`src/hdl/pas_pkg.sv`:
```
package pas_pkg;

    localparam int STATUS_W   = 9;
    localparam int CB_W       = 3;
    localparam int TIME_W     = 32;
    localparam int FAILS_W    = 8;
    localparam int PRIO_W     = 6;
    localparam int RANK_W     = 16;
    localparam int ACTION_W   = 3;
    localparam int POS_W      = 6;
    localparam int ACTIVE_W   = 7;

    localparam int PEERS_DEF  = 64;

    localparam logic [ACTIVE_W-1:0] ACTIVE_MAX = {ACTIVE_W{1'b1}};

    localparam int ST_CANCELLED  = 0;
    localparam int ST_NOFILE     = 1;
    localparam int ST_NOPARTS    = 2;
    localparam int ST_DEAD       = 3;
    localparam int ST_CONNECTING = 4;
    localparam int ST_ACCEPTED   = 5;
    localparam int ST_QUEUED     = 6;
    localparam int ST_CRYPTREQ   = 7;
    localparam int ST_LOWID      = 8;

    localparam logic [CB_W-1:0] CB_OTHER      = 3'd0;
    localparam logic [CB_W-1:0] CB_REQUESTED  = 3'd1;
    localparam logic [CB_W-1:0] CB_IMPOSSIBLE = 3'd2;
    localparam logic [CB_W-1:0] CB_FAILED     = 3'd3;
    localparam logic [CB_W-1:0] CB_TIMED_OUT  = 3'd4;

    localparam logic [ACTION_W-1:0] ACT_NONE     = 3'd0;
    localparam logic [ACTION_W-1:0] ACT_CONNECT  = 3'd1;
    localparam logic [ACTION_W-1:0] ACT_RETRY    = 3'd2;
    localparam logic [ACTION_W-1:0] ACT_REASK    = 3'd3;
    localparam logic [ACTION_W-1:0] ACT_CALLBACK = 3'd4;
    localparam logic [ACTION_W-1:0] ACT_EXPIRE   = 3'd5;

    localparam int SLOT_CONNECT = 0;
    localparam int SLOT_RETRY   = 1;
    localparam int SLOT_REASK   = 2;
    localparam int SLOT_ONLY    = 3;
    localparam int SLOTS        = 4;

    typedef struct packed {
        logic [STATUS_W-1:0] status_flags;
        logic [CB_W-1:0]     callback_state;
        logic [TIME_W-1:0]   retry_time;
        logic [TIME_W-1:0]   now_time;
        logic [FAILS_W-1:0]  fail_count;
        logic [PRIO_W-1:0]   source_flags;
        logic [RANK_W-1:0]   queue_rank;
        logic                last_peer;
    } t_item;

    typedef struct packed {
        logic [SLOTS-1:0] offer;
        logic             cb_hit;
        logic             expire_hit;
        logic             active_hit;
    } t_class;

    typedef struct packed {
        logic             valid;
        logic [POS_W-1:0] index;
    } t_pick;

endpackage

```
`src/hdl/pas_in_if.sv`:
```
interface pas_in_if;
    logic                           valid;
    logic                           ready;
    logic [pas_pkg::STATUS_W-1:0]   status_flags;
    logic [pas_pkg::CB_W-1:0]       callback_state;
    logic [pas_pkg::TIME_W-1:0]     retry_time;
    logic [pas_pkg::TIME_W-1:0]     now_time;
    logic [pas_pkg::FAILS_W-1:0]    fail_count;
    logic [pas_pkg::PRIO_W-1:0]     source_flags;
    logic [pas_pkg::RANK_W-1:0]     queue_rank;
    logic                           last_peer;

    modport source (
        output valid, status_flags, callback_state, retry_time, now_time,
               fail_count, source_flags, queue_rank, last_peer,
        input  ready
    );

    modport sink (
        input  valid, status_flags, callback_state, retry_time, now_time,
               fail_count, source_flags, queue_rank, last_peer,
        output ready
    );
endinterface

```
`src/hdl/pas_out_if.sv`:
```
interface pas_out_if;
    logic                           valid;
    logic                           ready;
    logic [pas_pkg::ACTION_W-1:0]   action;
    logic [pas_pkg::POS_W-1:0]      action_peer;
    logic                           connect_found;
    logic [pas_pkg::POS_W-1:0]      connect_peer;
    logic [pas_pkg::ACTIVE_W-1:0]   active_count;

    modport source (
        output valid, action, action_peer, connect_found, connect_peer, active_count,
        input  ready
    );

    modport sink (
        input  valid, action, action_peer, connect_found, connect_peer, active_count,
        output ready
    );
endinterface

```
`src/hdl/pas_classify.sv`:
```
module pas_classify (
    input  pas_pkg::t_item  i_item,
    output pas_pkg::t_class o_class
);

    logic cancelled;
    logic nofile;
    logic noparts;
    logic dead;
    logic connecting;
    logic accepted;
    logic queued;
    logic cryptreq;
    logic lowid;
    logic retry_due;
    logic cb_requested;
    logic cb_blocked;
    logic connectable;
    logic open_peer;
    logic live_peer;
    logic retry_hit;

    always_comb begin
        cancelled    = i_item.status_flags[pas_pkg::ST_CANCELLED];
        nofile       = i_item.status_flags[pas_pkg::ST_NOFILE];
        noparts      = i_item.status_flags[pas_pkg::ST_NOPARTS];
        dead         = i_item.status_flags[pas_pkg::ST_DEAD];
        connecting   = i_item.status_flags[pas_pkg::ST_CONNECTING];
        accepted     = i_item.status_flags[pas_pkg::ST_ACCEPTED];
        queued       = i_item.status_flags[pas_pkg::ST_QUEUED];
        cryptreq     = i_item.status_flags[pas_pkg::ST_CRYPTREQ];
        lowid        = i_item.status_flags[pas_pkg::ST_LOWID];
        retry_due    = i_item.retry_time <= i_item.now_time;
        cb_requested = i_item.callback_state == pas_pkg::CB_REQUESTED;
        cb_blocked   = (i_item.callback_state == pas_pkg::CB_IMPOSSIBLE) ||
                       (i_item.callback_state == pas_pkg::CB_FAILED) ||
                       (i_item.callback_state == pas_pkg::CB_TIMED_OUT);

        connectable = !cryptreq && !lowid && !cb_blocked && !connecting && !accepted &&
                      !queued && !nofile && !cancelled && !noparts && (!dead || retry_due);

        open_peer = !cancelled && !nofile;
        live_peer = open_peer && !cb_requested && !noparts;
        retry_hit = live_peer && dead && retry_due;

        o_class.cb_hit     = open_peer && cb_requested;
        o_class.expire_hit = retry_hit;
        o_class.active_hit = live_peer && !dead && (connecting || accepted);

        o_class.offer = '0;
        o_class.offer[pas_pkg::SLOT_RETRY]   = retry_hit && connectable;
        o_class.offer[pas_pkg::SLOT_REASK]   = live_peer && !dead && !connecting &&
                                               !accepted && queued;
        o_class.offer[pas_pkg::SLOT_CONNECT] = live_peer && !dead && !connecting &&
                                               !accepted && !queued && connectable;
        o_class.offer[pas_pkg::SLOT_ONLY]    = connectable;
    end

endmodule

```
`src/hdl/pas_slot.sv`:
```
module pas_slot (
    input  logic                          i_clk,
    input  logic                          i_rst_n,
    input  logic                          i_step,
    input  logic                          i_clear,
    input  logic                          i_offer,
    input  logic [pas_pkg::POS_W-1:0]     i_pos,
    input  logic [pas_pkg::FAILS_W-1:0]   i_fails,
    input  logic [pas_pkg::PRIO_W-1:0]    i_prio,
    input  logic [pas_pkg::RANK_W-1:0]    i_rank,
    output pas_pkg::t_pick                o_pick_nxt
);

    logic                        r_valid;
    logic [pas_pkg::POS_W-1:0]   r_index;
    logic [pas_pkg::FAILS_W-1:0] r_fails;
    logic [pas_pkg::PRIO_W-1:0]  r_prio;
    logic [pas_pkg::RANK_W-1:0]  r_rank;
    logic                        better;
    logic                        take;

    always_comb begin
        if (i_fails != r_fails) begin
            better = i_fails < r_fails;
        end else if (i_prio != r_prio) begin
            better = i_prio > r_prio;
        end else begin
            better = (i_rank != '0) && ((r_rank == '0) || (i_rank < r_rank));
        end
        take             = i_offer && (!r_valid || better);
        o_pick_nxt.valid = r_valid || take;
        o_pick_nxt.index = take ? i_pos : r_index;
    end

    always_ff @(posedge i_clk) begin
        if (!i_rst_n) begin
            r_valid <= 1'b0;
        end else if (i_step) begin
            r_valid <= i_clear ? 1'b0 : o_pick_nxt.valid;
        end
    end

    always_ff @(posedge i_clk) begin
        if (i_step && take) begin
            r_index <= i_pos;
            r_fails <= i_fails;
            r_prio  <= i_prio;
            r_rank  <= i_rank;
        end
    end

endmodule

```
`src/hdl/peer_action_selector_unit.sv`:
```
// Peer action selector.
// Input channel i_pkt carries one peer record per word; the word with
// last_peer set closes the scan. Output channel o_res carries one result
// word per scan: the chosen action and its peer, the best connect-only
// peer and the count of active peers. Both channels use valid/ready.
// The cap on active peers is written through i_cfg_we/i_cfg_wdata; the
// user must write it only while the block is idle, which the block does
// not enforce; zero means no limit. A record waits in the input register
// and is folded into the scan state as it fires; a closing record's
// result goes to the output register that drives o_res. Throughput: one
// record per cycle unless a closing record waits, set by the single
// classify and compare-and-keep pass from input register to scan state.
// Reset clears the scan state, the cap and both valid flags.
// A stalled result holds in the output register while non-closing records
// keep flowing; a closing record waits in the input register until the
// output register is free.
module peer_action_selector_unit #(
    parameter int PEERS = pas_pkg::PEERS_DEF
) (
    input  logic                            i_clk,
    input  logic                            i_rst_n,
    input  logic                            i_cfg_we,
    input  logic [pas_pkg::ACTIVE_W-1:0]    i_cfg_wdata,
    pas_in_if.sink                          i_pkt,
    pas_out_if.source                       o_res
);

    localparam int CNT_W = ($clog2(PEERS) > pas_pkg::POS_W) ? $clog2(PEERS) : pas_pkg::POS_W;
    localparam logic [CNT_W-1:0] POS_LAST = CNT_W'(PEERS - 1);

    logic [pas_pkg::ACTIVE_W-1:0]   r_cap;
    logic                           r_item_vld;
    pas_pkg::t_item                 r_item;
    logic [CNT_W-1:0]               r_scan_pos;
    logic                           r_cb_vld;
    logic [pas_pkg::POS_W-1:0]      r_cb_idx;
    logic                           r_exp_vld;
    logic [pas_pkg::POS_W-1:0]      r_exp_idx;
    logic [pas_pkg::ACTIVE_W-1:0]   r_active;
    logic                           r_out_vld;
    logic [pas_pkg::ACTION_W-1:0]   r_action;
    logic [pas_pkg::POS_W-1:0]      r_action_peer;
    logic                           r_connect_found;
    logic [pas_pkg::POS_W-1:0]      r_connect_peer;
    logic [pas_pkg::ACTIVE_W-1:0]   r_active_count;

    logic                           n_cb_vld;
    logic [pas_pkg::POS_W-1:0]      n_cb_idx;
    logic                           n_exp_vld;
    logic [pas_pkg::POS_W-1:0]      n_exp_idx;
    logic [pas_pkg::ACTIVE_W-1:0]   n_active;
    logic [CNT_W-1:0]               n_scan_pos;
    logic [pas_pkg::ACTION_W-1:0]   n_action;
    logic [pas_pkg::POS_W-1:0]      n_action_peer;

    logic                           accept;
    logic                           fire;
    logic                           close;
    logic                           can_start;
    logic [pas_pkg::POS_W-1:0]      pos;
    pas_pkg::t_class                cls;
    pas_pkg::t_pick                 pick [pas_pkg::SLOTS];

    assign pos    = r_scan_pos[pas_pkg::POS_W-1:0];
    assign fire   = r_item_vld && (!r_item.last_peer || !r_out_vld || o_res.ready);
    assign close  = fire && r_item.last_peer;
    assign accept = i_pkt.valid && i_pkt.ready;

    assign i_pkt.ready = !r_item_vld || fire;

    pas_classify u_classify (
        .i_item  (r_item),
        .o_class (cls)
    );

    for (genvar g = 0; g < pas_pkg::SLOTS; g++) begin : g_slot
        pas_slot u_slot (
            .i_clk      (i_clk),
            .i_rst_n    (i_rst_n),
            .i_step     (fire),
            .i_clear    (close),
            .i_offer    (cls.offer[g]),
            .i_pos      (pos),
            .i_fails    (r_item.fail_count),
            .i_prio     (r_item.source_flags),
            .i_rank     (r_item.queue_rank),
            .o_pick_nxt (pick[g])
        );
    end

    always_comb begin
        n_cb_vld  = r_cb_vld || cls.cb_hit;
        n_cb_idx  = (!r_cb_vld && cls.cb_hit) ? pos : r_cb_idx;
        n_exp_vld = r_exp_vld || cls.expire_hit;
        n_exp_idx = (!r_exp_vld && cls.expire_hit) ? pos : r_exp_idx;
        n_active  = (cls.active_hit && (r_active != pas_pkg::ACTIVE_MAX)) ?
                    r_active + 1'b1 : r_active;
        n_scan_pos = (r_scan_pos == POS_LAST) ? '0 : r_scan_pos + 1'b1;

        can_start = (r_cap == '0) || (n_active < r_cap);

        n_action      = pas_pkg::ACT_NONE;
        n_action_peer = '0;
        if (can_start && pick[pas_pkg::SLOT_CONNECT].valid) begin
            n_action      = pas_pkg::ACT_CONNECT;
            n_action_peer = pick[pas_pkg::SLOT_CONNECT].index;
        end else if (can_start && pick[pas_pkg::SLOT_RETRY].valid) begin
            n_action      = pas_pkg::ACT_RETRY;
            n_action_peer = pick[pas_pkg::SLOT_RETRY].index;
        end else if (pick[pas_pkg::SLOT_REASK].valid) begin
            n_action      = pas_pkg::ACT_REASK;
            n_action_peer = pick[pas_pkg::SLOT_REASK].index;
        end else if (n_cb_vld) begin
            n_action      = pas_pkg::ACT_CALLBACK;
            n_action_peer = n_cb_idx;
        end else if (n_exp_vld) begin
            n_action      = pas_pkg::ACT_EXPIRE;
            n_action_peer = n_exp_idx;
        end
    end

    always_ff @(posedge i_clk) begin
        if (!i_rst_n) begin
            r_cap      <= '0;
            r_item_vld <= 1'b0;
            r_scan_pos <= '0;
            r_cb_vld   <= 1'b0;
            r_exp_vld  <= 1'b0;
            r_active   <= '0;
            r_out_vld  <= 1'b0;
        end else begin
            if (i_cfg_we) begin
                r_cap <= i_cfg_wdata;
            end
            if (accept) begin
                r_item_vld <= 1'b1;
            end else if (fire) begin
                r_item_vld <= 1'b0;
            end
            if (close) begin
                r_scan_pos <= '0;
                r_cb_vld   <= 1'b0;
                r_exp_vld  <= 1'b0;
                r_active   <= '0;
            end else if (fire) begin
                r_scan_pos <= n_scan_pos;
                r_cb_vld   <= n_cb_vld;
                r_exp_vld  <= n_exp_vld;
                r_active   <= n_active;
            end
            if (close) begin
                r_out_vld <= 1'b1;
            end else if (o_res.ready) begin
                r_out_vld <= 1'b0;
            end
        end
    end

    always_ff @(posedge i_clk) begin
        if (accept) begin
            r_item.status_flags   <= i_pkt.status_flags;
            r_item.callback_state <= i_pkt.callback_state;
            r_item.retry_time     <= i_pkt.retry_time;
            r_item.now_time       <= i_pkt.now_time;
            r_item.fail_count     <= i_pkt.fail_count;
            r_item.source_flags   <= i_pkt.source_flags;
            r_item.queue_rank     <= i_pkt.queue_rank;
            r_item.last_peer      <= i_pkt.last_peer;
        end
        if (fire) begin
            r_cb_idx  <= n_cb_idx;
            r_exp_idx <= n_exp_idx;
        end
        if (close) begin
            r_action        <= n_action;
            r_action_peer   <= n_action_peer;
            r_connect_found <= can_start && pick[pas_pkg::SLOT_ONLY].valid;
            r_connect_peer  <= pick[pas_pkg::SLOT_ONLY].valid ?
                               pick[pas_pkg::SLOT_ONLY].index : '0;
            r_active_count  <= n_active;
        end
    end

    assign o_res.valid         = r_out_vld;
    assign o_res.action        = r_action;
    assign o_res.action_peer   = r_action_peer;
    assign o_res.connect_found = r_connect_found;
    assign o_res.connect_peer  = r_connect_peer;
    assign o_res.active_count  = r_active_count;

    a_close_blocked: assert property (@(posedge i_clk) disable iff (!i_rst_n)
        (r_item_vld && r_item.last_peer && r_out_vld && !o_res.ready) |-> !fire)
        else $error("closing word folded while result register is held");

    a_scan_cleared: assert property (@(posedge i_clk) disable iff (!i_rst_n)
        close |=> (r_scan_pos == '0) && !r_cb_vld && !r_exp_vld && (r_active == '0))
        else $error("scan state not cleared after closing word");

    a_pos_wrap: assert property (@(posedge i_clk) disable iff (!i_rst_n)
        (fire && !r_item.last_peer && (r_scan_pos == POS_LAST)) |=> (r_scan_pos == '0))
        else $error("scan position did not wrap");

    a_none_peer: assert property (@(posedge i_clk) disable iff (!i_rst_n)
        (o_res.valid && (o_res.action == pas_pkg::ACT_NONE)) |-> (o_res.action_peer == '0))
        else $error("no action but nonzero action peer");

    a_found_needs_pick: assert property (@(posedge i_clk) disable iff (!i_rst_n)
        close |=> (!r_connect_found || ($past(pick[pas_pkg::SLOT_ONLY].valid) &&
                   ((r_cap == '0) || (r_active_count < r_cap)))))
        else $error("connect found without pick or with cap reached");

endmodule
```
`src/flat_wrapper.sv`:
```
// flat-port wrapper written by rule: the top's interface ports become plain ports
module peer_action_selector_unit_flat 
#(
    parameter int PEERS = pas_pkg::PEERS_DEF
)
  (i_clk, i_rst_n, i_cfg_we, i_cfg_wdata, i_pkt_valid, i_pkt_status_flags, i_pkt_callback_state, i_pkt_retry_time, i_pkt_now_time, i_pkt_fail_count, i_pkt_source_flags, i_pkt_queue_rank, i_pkt_last_peer, i_pkt_ready, o_res_valid, o_res_action, o_res_action_peer, o_res_connect_found, o_res_connect_peer, o_res_active_count, o_res_ready);
  pas_in_if i_pkt_i ();
  pas_out_if o_res_i ();
  input  logic i_clk;
  input  logic i_rst_n;
  input  logic i_cfg_we;
  input  logic [pas_pkg::ACTIVE_W-1:0] i_cfg_wdata;
  input wire logic [$bits(i_pkt_i.valid)-1:0] i_pkt_valid;
  input wire logic [$bits(i_pkt_i.status_flags)-1:0] i_pkt_status_flags;
  input wire logic [$bits(i_pkt_i.callback_state)-1:0] i_pkt_callback_state;
  input wire logic [$bits(i_pkt_i.retry_time)-1:0] i_pkt_retry_time;
  input wire logic [$bits(i_pkt_i.now_time)-1:0] i_pkt_now_time;
  input wire logic [$bits(i_pkt_i.fail_count)-1:0] i_pkt_fail_count;
  input wire logic [$bits(i_pkt_i.source_flags)-1:0] i_pkt_source_flags;
  input wire logic [$bits(i_pkt_i.queue_rank)-1:0] i_pkt_queue_rank;
  input wire logic [$bits(i_pkt_i.last_peer)-1:0] i_pkt_last_peer;
  output wire logic [$bits(i_pkt_i.ready)-1:0] i_pkt_ready;
  output wire logic [$bits(o_res_i.valid)-1:0] o_res_valid;
  output wire logic [$bits(o_res_i.action)-1:0] o_res_action;
  output wire logic [$bits(o_res_i.action_peer)-1:0] o_res_action_peer;
  output wire logic [$bits(o_res_i.connect_found)-1:0] o_res_connect_found;
  output wire logic [$bits(o_res_i.connect_peer)-1:0] o_res_connect_peer;
  output wire logic [$bits(o_res_i.active_count)-1:0] o_res_active_count;
  input wire logic [$bits(o_res_i.ready)-1:0] o_res_ready;
  assign i_pkt_i.valid = i_pkt_valid;
  assign i_pkt_i.status_flags = i_pkt_status_flags;
  assign i_pkt_i.callback_state = i_pkt_callback_state;
  assign i_pkt_i.retry_time = i_pkt_retry_time;
  assign i_pkt_i.now_time = i_pkt_now_time;
  assign i_pkt_i.fail_count = i_pkt_fail_count;
  assign i_pkt_i.source_flags = i_pkt_source_flags;
  assign i_pkt_i.queue_rank = i_pkt_queue_rank;
  assign i_pkt_i.last_peer = i_pkt_last_peer;
  assign i_pkt_ready = i_pkt_i.ready;
  assign o_res_valid = o_res_i.valid;
  assign o_res_action = o_res_i.action;
  assign o_res_action_peer = o_res_i.action_peer;
  assign o_res_connect_found = o_res_i.connect_found;
  assign o_res_connect_peer = o_res_i.connect_peer;
  assign o_res_active_count = o_res_i.active_count;
  assign o_res_i.ready = o_res_ready;
  peer_action_selector_unit #(.PEERS(PEERS)) u_core (.i_clk(i_clk), .i_rst_n(i_rst_n), .i_cfg_we(i_cfg_we), .i_cfg_wdata(i_cfg_wdata), .i_pkt(i_pkt_i), .o_res(o_res_i));
endmodule
```
`config.mk`:
```
export PLATFORM = sky130hd
export DESIGN_NAME = peer_action_selector_unit_flat
export DESIGN_NICKNAME = d
export VERILOG_FILES = /design/src/hdl/pas_pkg.sv /design/src/hdl/pas_in_if.sv /design/src/hdl/pas_out_if.sv /design/src/hdl/pas_classify.sv /design/src/hdl/pas_slot.sv /design/src/hdl/peer_action_selector_unit.sv /design/src/flat_wrapper.sv
export SDC_FILE = /design/constraint.sdc
export NUM_CORES = 1
export LEC_CHECK = 0
export CORE_UTILIZATION = 64
export DETAILED_ROUTE_END_ITERATION = 6
export DONT_BUFFER_PORTS = 1
export PLACE_DENSITY = 0.83
export SLEW_MARGIN = 20
export SYNTH_ARGS = -nofsm -noshare
export SYNTH_HDL_FRONTEND = slang
export SYNTH_HIERARCHICAL = 1
export SYNTH_SLANG_ARGS = --single-unit
```
`constraint.sdc`:
```
create_clock -name i_clk -period 10.3 [get_ports i_clk]
set_clock_uncertainty 0.1 [all_clocks]
set_input_delay 2.06 -clock i_clk [delete_from_list [all_inputs] [get_ports i_clk]]
set_output_delay 2.06 -clock i_clk [all_outputs]
set_load 0.005 [all_outputs]
```
# --- After elaboration in Yosys (flattened, before gate mapping) ---
# Cells that the tools add are included.
word_totals:
  ff_bits: 314
  input_bits: 119
  out_inout_bits: 25
  elab_cells: 203
op_classes:
  addsub: 2
  magnitude_cmp: 14
  n_eq_ne: 14
  n_mux: 33
  bitwise: 1
  n_reduce_logical: 96
ops:
  columns: ["op", "count"]
  rows:
  - ["2-to-1 mux 6 bit", 12]
  - ["logical NOT 16 bit", 4]
  - ["less-than comparator 16 bit", 4]
  - ["logical AND 1 bit", 44]
  - ["less-or-equal comparator 32 bit", 1]
  - ["less-than comparator 8 bit", 4]
  - ["!= test 8 bit", 4]
  - ["> comparator 6 bit", 4]
  - ["!= test 6 bit", 4]
  - ["logical OR 1 bit", 22]
  - ["logical NOT 1 bit", 20]
  - ["2-to-1 mux 1 bit", 16]
  - ["nonzero test 16 bit", 1]
  - ["adder 7 x 1 -> 7 bit (second input constant)", 1]
  - ["logical NOT 7 bit", 1]
  - ["less-than comparator 7 bit", 1]
  - ["2-to-1 mux 7 bit", 1]
  - ["!= test 7 bit (second input constant)", 1]
  - ["adder 6 x 1 -> 6 bit (second input constant)", 1]
  - ["equality test 3 x 2 -> 1 bit (second input constant)", 2]
  - ["equality test 6 bit (second input constant)", 1]
  - ["2-to-1 mux 3 bit", 2]
  - ["2-to-1 mux 2 bit", 2]
  - ["nonzero test 2 bit", 2]
  - ["5 further kinds", 5]

# --- Depth between registers and ports, before layout ---
depth:
  ltp_word: 18
  depth_mapped: 15

# --- By module ---
# Netlist, hierarchy kept.
modules_own_cells:
  columns: ["mod", "n_inst", "cells_each", "area_per_inst_um2", "seq_area_each_um2"]
  rows:
  - ["pas_slot", 4, 168, 2074.5, 1101.1]
  - ["peer_action_selector_unit", 1, 398, 6228.5, 4744.6]
  - ["pas_classify", 1, 138, 952.2, 0.0]

# --- Worst setup path after synthesis ---
# No wires, ideal clock.
synth_path:
  path_kind: "input to register"
  startpoint: "in o_res_ready"
  endpoint: "reg u_core/r_item[0] (netlist name), enable pin"
  setup_ns: 0.479
  t_arrival_ns: 4.709
  slack_ns: 5.012
  stages: 2
  n_path_buf: 0
  cell_sequence: "nand4b_1 -> and2_1"
synth_between:
  elab_chain_cells: 4
synth_lines:
  columns: ["item", "line", "rtl"]
  rows:
  - ["start: declaration", "flat_wrapper.sv:29", "input wire logic [$bits(o_res_i.ready)-1:0] o_res_ready;"]
  - ["logical OR 1 bit", "peer_action_selector_unit.sv:65", "assign fire = r_item_vld && (!r_item.last_peer || !r_out_vld || o_res.ready);"]
  - ["logical AND 1 bit", "peer_action_selector_unit.sv:65", null]
  - ["logical OR 1 bit", "peer_action_selector_unit.sv:69", "assign i_pkt.ready = !r_item_vld || fire;"]
  - ["logical AND 1 bit", "peer_action_selector_unit.sv:67", "assign accept = i_pkt.valid && i_pkt.ready;"]
  - ["via u_core.accept", "peer_action_selector_unit.sv:56", "logic accept;"]
  - ["end: declaration", "peer_action_selector_unit.sv:33", "pas_pkg::t_item r_item;"]
# The timed path passes the listed nets, and every way through them passes these cells.
# A chain may end at the register's enable or synchronous reset.

# --- Worst setup path in the final report ---
layout_path:
  startpoint: "in o_res_ready"
  endpoint: "out i_pkt_ready"
layout_between:
  elab_chain_cells: 3
layout_lines:
  columns: ["item", "line", "rtl"]
  rows:
  - ["logical OR 1 bit", "peer_action_selector_unit.sv:65", null]
  - ["logical AND 1 bit", "peer_action_selector_unit.sv:65", null]
  - ["logical OR 1 bit", "peer_action_selector_unit.sv:69", null]
  - ["end: declaration", "flat_wrapper.sv:22", "output wire logic [$bits(i_pkt_i.ready)-1:0] i_pkt_ready;"]
# No other way between the ends.

==> results.tsv <==
metric	value	unit
status	complete, no violations	
Achievable Freq	0.225	GHz
clock power share	42.2	%
worst-case clock buffer depth	3	
register bit total from synthesis	314	
drt pass-1 iters	5	
clock sinks	314	
worst r2r dst	u_core/o_res.action_peer[3]	
Port Buf Inserts	0	
Crit Path Class	in -> out	
Hold WC Path Type	reg -> reg	
io pins	144	
Peak supply drop	0.000202	V
Int Power	2170	uW
Commonest cells post-synth	edfxtp_1 (286), inv_1 (179), ha_1 (156)	
DIE AREA	0.0248	sq mm
CP Max Fanout	3	
Final ANT Viol Nets	0	
CTS clk-pin slew, worst paths	0.06	ns
Final GP Congestion	0.875	
post-synthesis adder-cell area fraction	12.6	%
worst setup margin	5.85	ns
Synth area leader	edfxtp_1	
Layout Area Growth over Synthesis	9.33	%
Post-Synthesis Cells	1208	
Switching Fraction	21.0	%
core area	0.0236	sq mm
crit start category	input pin	
TritonCTS Buffers	34	
R2R Path Start	u_core/r_item[98]	
most frequent cell after synthesis	edfxtp_1	
largest net degree at the start of global routing	59	
Root Driver	clkbuf_16	
final setup TNS	0	ns
commonest register cell after synthesis	edfxtp_1	
number of gates resized after cts	0	
# rows	56	
initial antenna violation count	2	
hold_buf cts	0	
worst r2r path cells	13	
Yosys cell types	62	
Critical Path End Type	output port	
CP Data Required Time	8.14	ns
DP HPWL	20.4	mm
Synth Area in XOR/XNOR	0.622	%
total global-route track usage	24.5	%
area of the mapped netlist	0.0155	sq mm
Post-synth EDFFs	286	
sequential fraction of the synthesis area	59.1	%
Leakage	0.00684	uW
Finished Core Util	71.7	%
Min-Delay Endpoint	u_core/r_active[1]	
TritonCTS clock tree	yes	
CP Data Arrival Time	2.29	ns
wirelength, routed	29.5	mm
Simple-Gate Fraction of Synth Area	10.4	%
Slew Limit Fails	0	
number of remaining DRC errors	0	
First DRT Iteration DRCs	590	
Post-Syn Nets	1483	
worst-skew pair later-pin latency	0.52	ns
worst-margin pin slew	0.958	ns
Via density	5.93	
MaxCap Viol Count	0	
Synth Area in Compound Gates	8.70	%
largest family of logic cells by synthesized area	adder cells	
wire per inst	18.7	um
H-Tree Depth	2	
minimum clock period after layout	4.45	ns
Final Hold Vio Count	0	
NetSw	575	uW
share of the synthesized area in the top cell type	55.5	%
Synth Area per Inst	12.8	sq um
Crit path max-delay family	simple AND/OR/NAND/NOR gates	
Die H	158	um
RSZ-0062 raised after global routing	false	
mux contribution to synthesized area	3.77	%
Comb power frac	4.5	%
Rel. slew slack	35.8	%
total number of vias	9383	
Design Area, Final	0.0169	sq mm
Cell Chain, Critical Path	nand4b_1	
nets	1511	
Bufs and invs on worst path	0	
Placed Area	0.0159	sq mm
Starting Density	65.6	%
vias in the first global route	9184	
Worst path max stage delay	0.23	ns
fin crit share	43.2	%
Async SR Flop Fraction	0	%
Seq pwr share	53.3	%
Place WS	5.53	ns
Die W	158	um
R2R setup slack	6.23	ns
critical-path cell with the highest stage delay	nand4b_1	
WHS Path Cells	2	
synth top area cells	edfxtp_1 (55%), ha_1 (13%), inv_1 (4.3%)	
ratio of cells with drive above 1 in the final layout	8.42	%
pwr dens	162	mW/mm^2
# setup viols final	0	
synthesis warning total	6	
min-delay src	u_core/r_active[1]	
Post-CTS Setup Inserts	0	
first-pass GRT wire length	46.1	mm
total gr overflow	0	
per-layer routing:
layer / up-vias / GRT usage [%] / wire length [um]
met1: 4519 / 30.1 / 12200
li1: 4531 / - / -
met4: 0 / 10.1 / 776
met2: 270 / 43.2 / 15200
met5: - / 0 / 0
met3: 63 / 3.52 / 1340
power by group through the flow:
stage	clock [uW]	combinational (uW)	sequential [uW]
after floorplan	0	97.2	1470
after global placement	0	115	1480
after detailed placement	0	121	1490
after CTS	1180	124	1460
after global routing	1230	142	1460
final	1160	124	1460
how the worst max path moves through the flow:
stage                     start                            endpoint  slack (ns)  depth (start not counted)
finish              o_res_ready                         i_pkt_ready        5.85                          1
detailed placement  o_res_ready  u_core/g_slot[1].u_slot/r_index[1]        5.53                          6
global route        o_res_ready        u_core/o_res.connect_peer[1]        5.75                          6
global placement    o_res_ready  u_core/g_slot[3].u_slot/r_index[0]        5.58                          6
floorplan           o_res_ready                    u_core/r_item[0]        5.01                          2
CTS                 o_res_ready                         i_pkt_ready        5.86                          1
metrics by stage:
step / power [uW] / hold WS [ns] / instances
after global routing: 2830 / 0.436 / 1580
after floorplan: 1570 / 0.351 / 1208
after CTS: 2760 / 0.394 / 1578
after detailed placement: 1610 / 0.387 / 1519
final: 2740 / 0.396 / 1581
after global placement: 1600 / 0.363 / 1519
logic make-up (layout without fill, tap and decap cells):
kind of cell               count (synthesis)  in the layout
DFF                                      314            314
and+or+nand+nor                          291            291
AOI/OAI and AO/OA                        197            197
buffers and inverters                    193            244
adders and majority gates                156            156
muxes                                     46             46
xor gates and xnor gates                  11             11
other                                      0              3
registers in the layout, summed over array words and instances, names as in the netlist:
register	count
u_core/r_item_vld	1
u_core/r_exp_vld	1
u_core/g_slot.u_slot/r_valid	4
u_core/pos	6
u_core/g_slot.u_slot/r_rank	64
u_core/g_slot.u_slot/r_prio	24
u_core/r_exp_idx	6
u_core/g_slot.u_slot/r_index	24
u_core/r_cb_idx	6
u_core/o_res.connect_peer	6
u_core/o_res.connect_found	1
u_core/g_slot.u_slot/r_fails	32
u_core/o_res.action_peer	6
u_core/r_active	7
u_core/r_item	107
u_core/r_cb_vld	1
u_core/o_res.active_count	7
u_core/r_cap	7
u_core/o_res.action	3
u_core/o_res.valid	1
cell type report:
class	instances	area, sq um
multi-input cells	701	5590
clock buffers	42	891
flip-flops and latches	314	9150
diodes	3	7.51
clock inverters	17	174
inverters	179	672
fillers	1540	6690
repair buffers	6	45.0
well taps	319	399
layout by cell type, fill, tap and decap left out, drive strengths merged, types with 6 or more instances in the layout:
master / count
a211oi: 22
a21o: 6
a21oi: 52
and2: 11
buf: 6
clkbuf: 42
clkinv: 12
dfxtp: 28
edfxtp: 286
ha: 156
inv: 180
mux2: 26
mux2i: 20
nand2: 65
nand2b: 26
nand3: 13
nand4: 31
nor2: 53
nor2b: 17
nor3: 14
nor4: 39
o211ai: 24
o21ai: 47
o22ai: 6
o2bb2ai: 6
xnor2: 6
worst min-delay path: stages, from the launching register on:
cell     delay, ns
dfxtp_1       0.33
nand2_1       0.06
a21oi_1       0.06
Power figures use the tool's default switching activity.
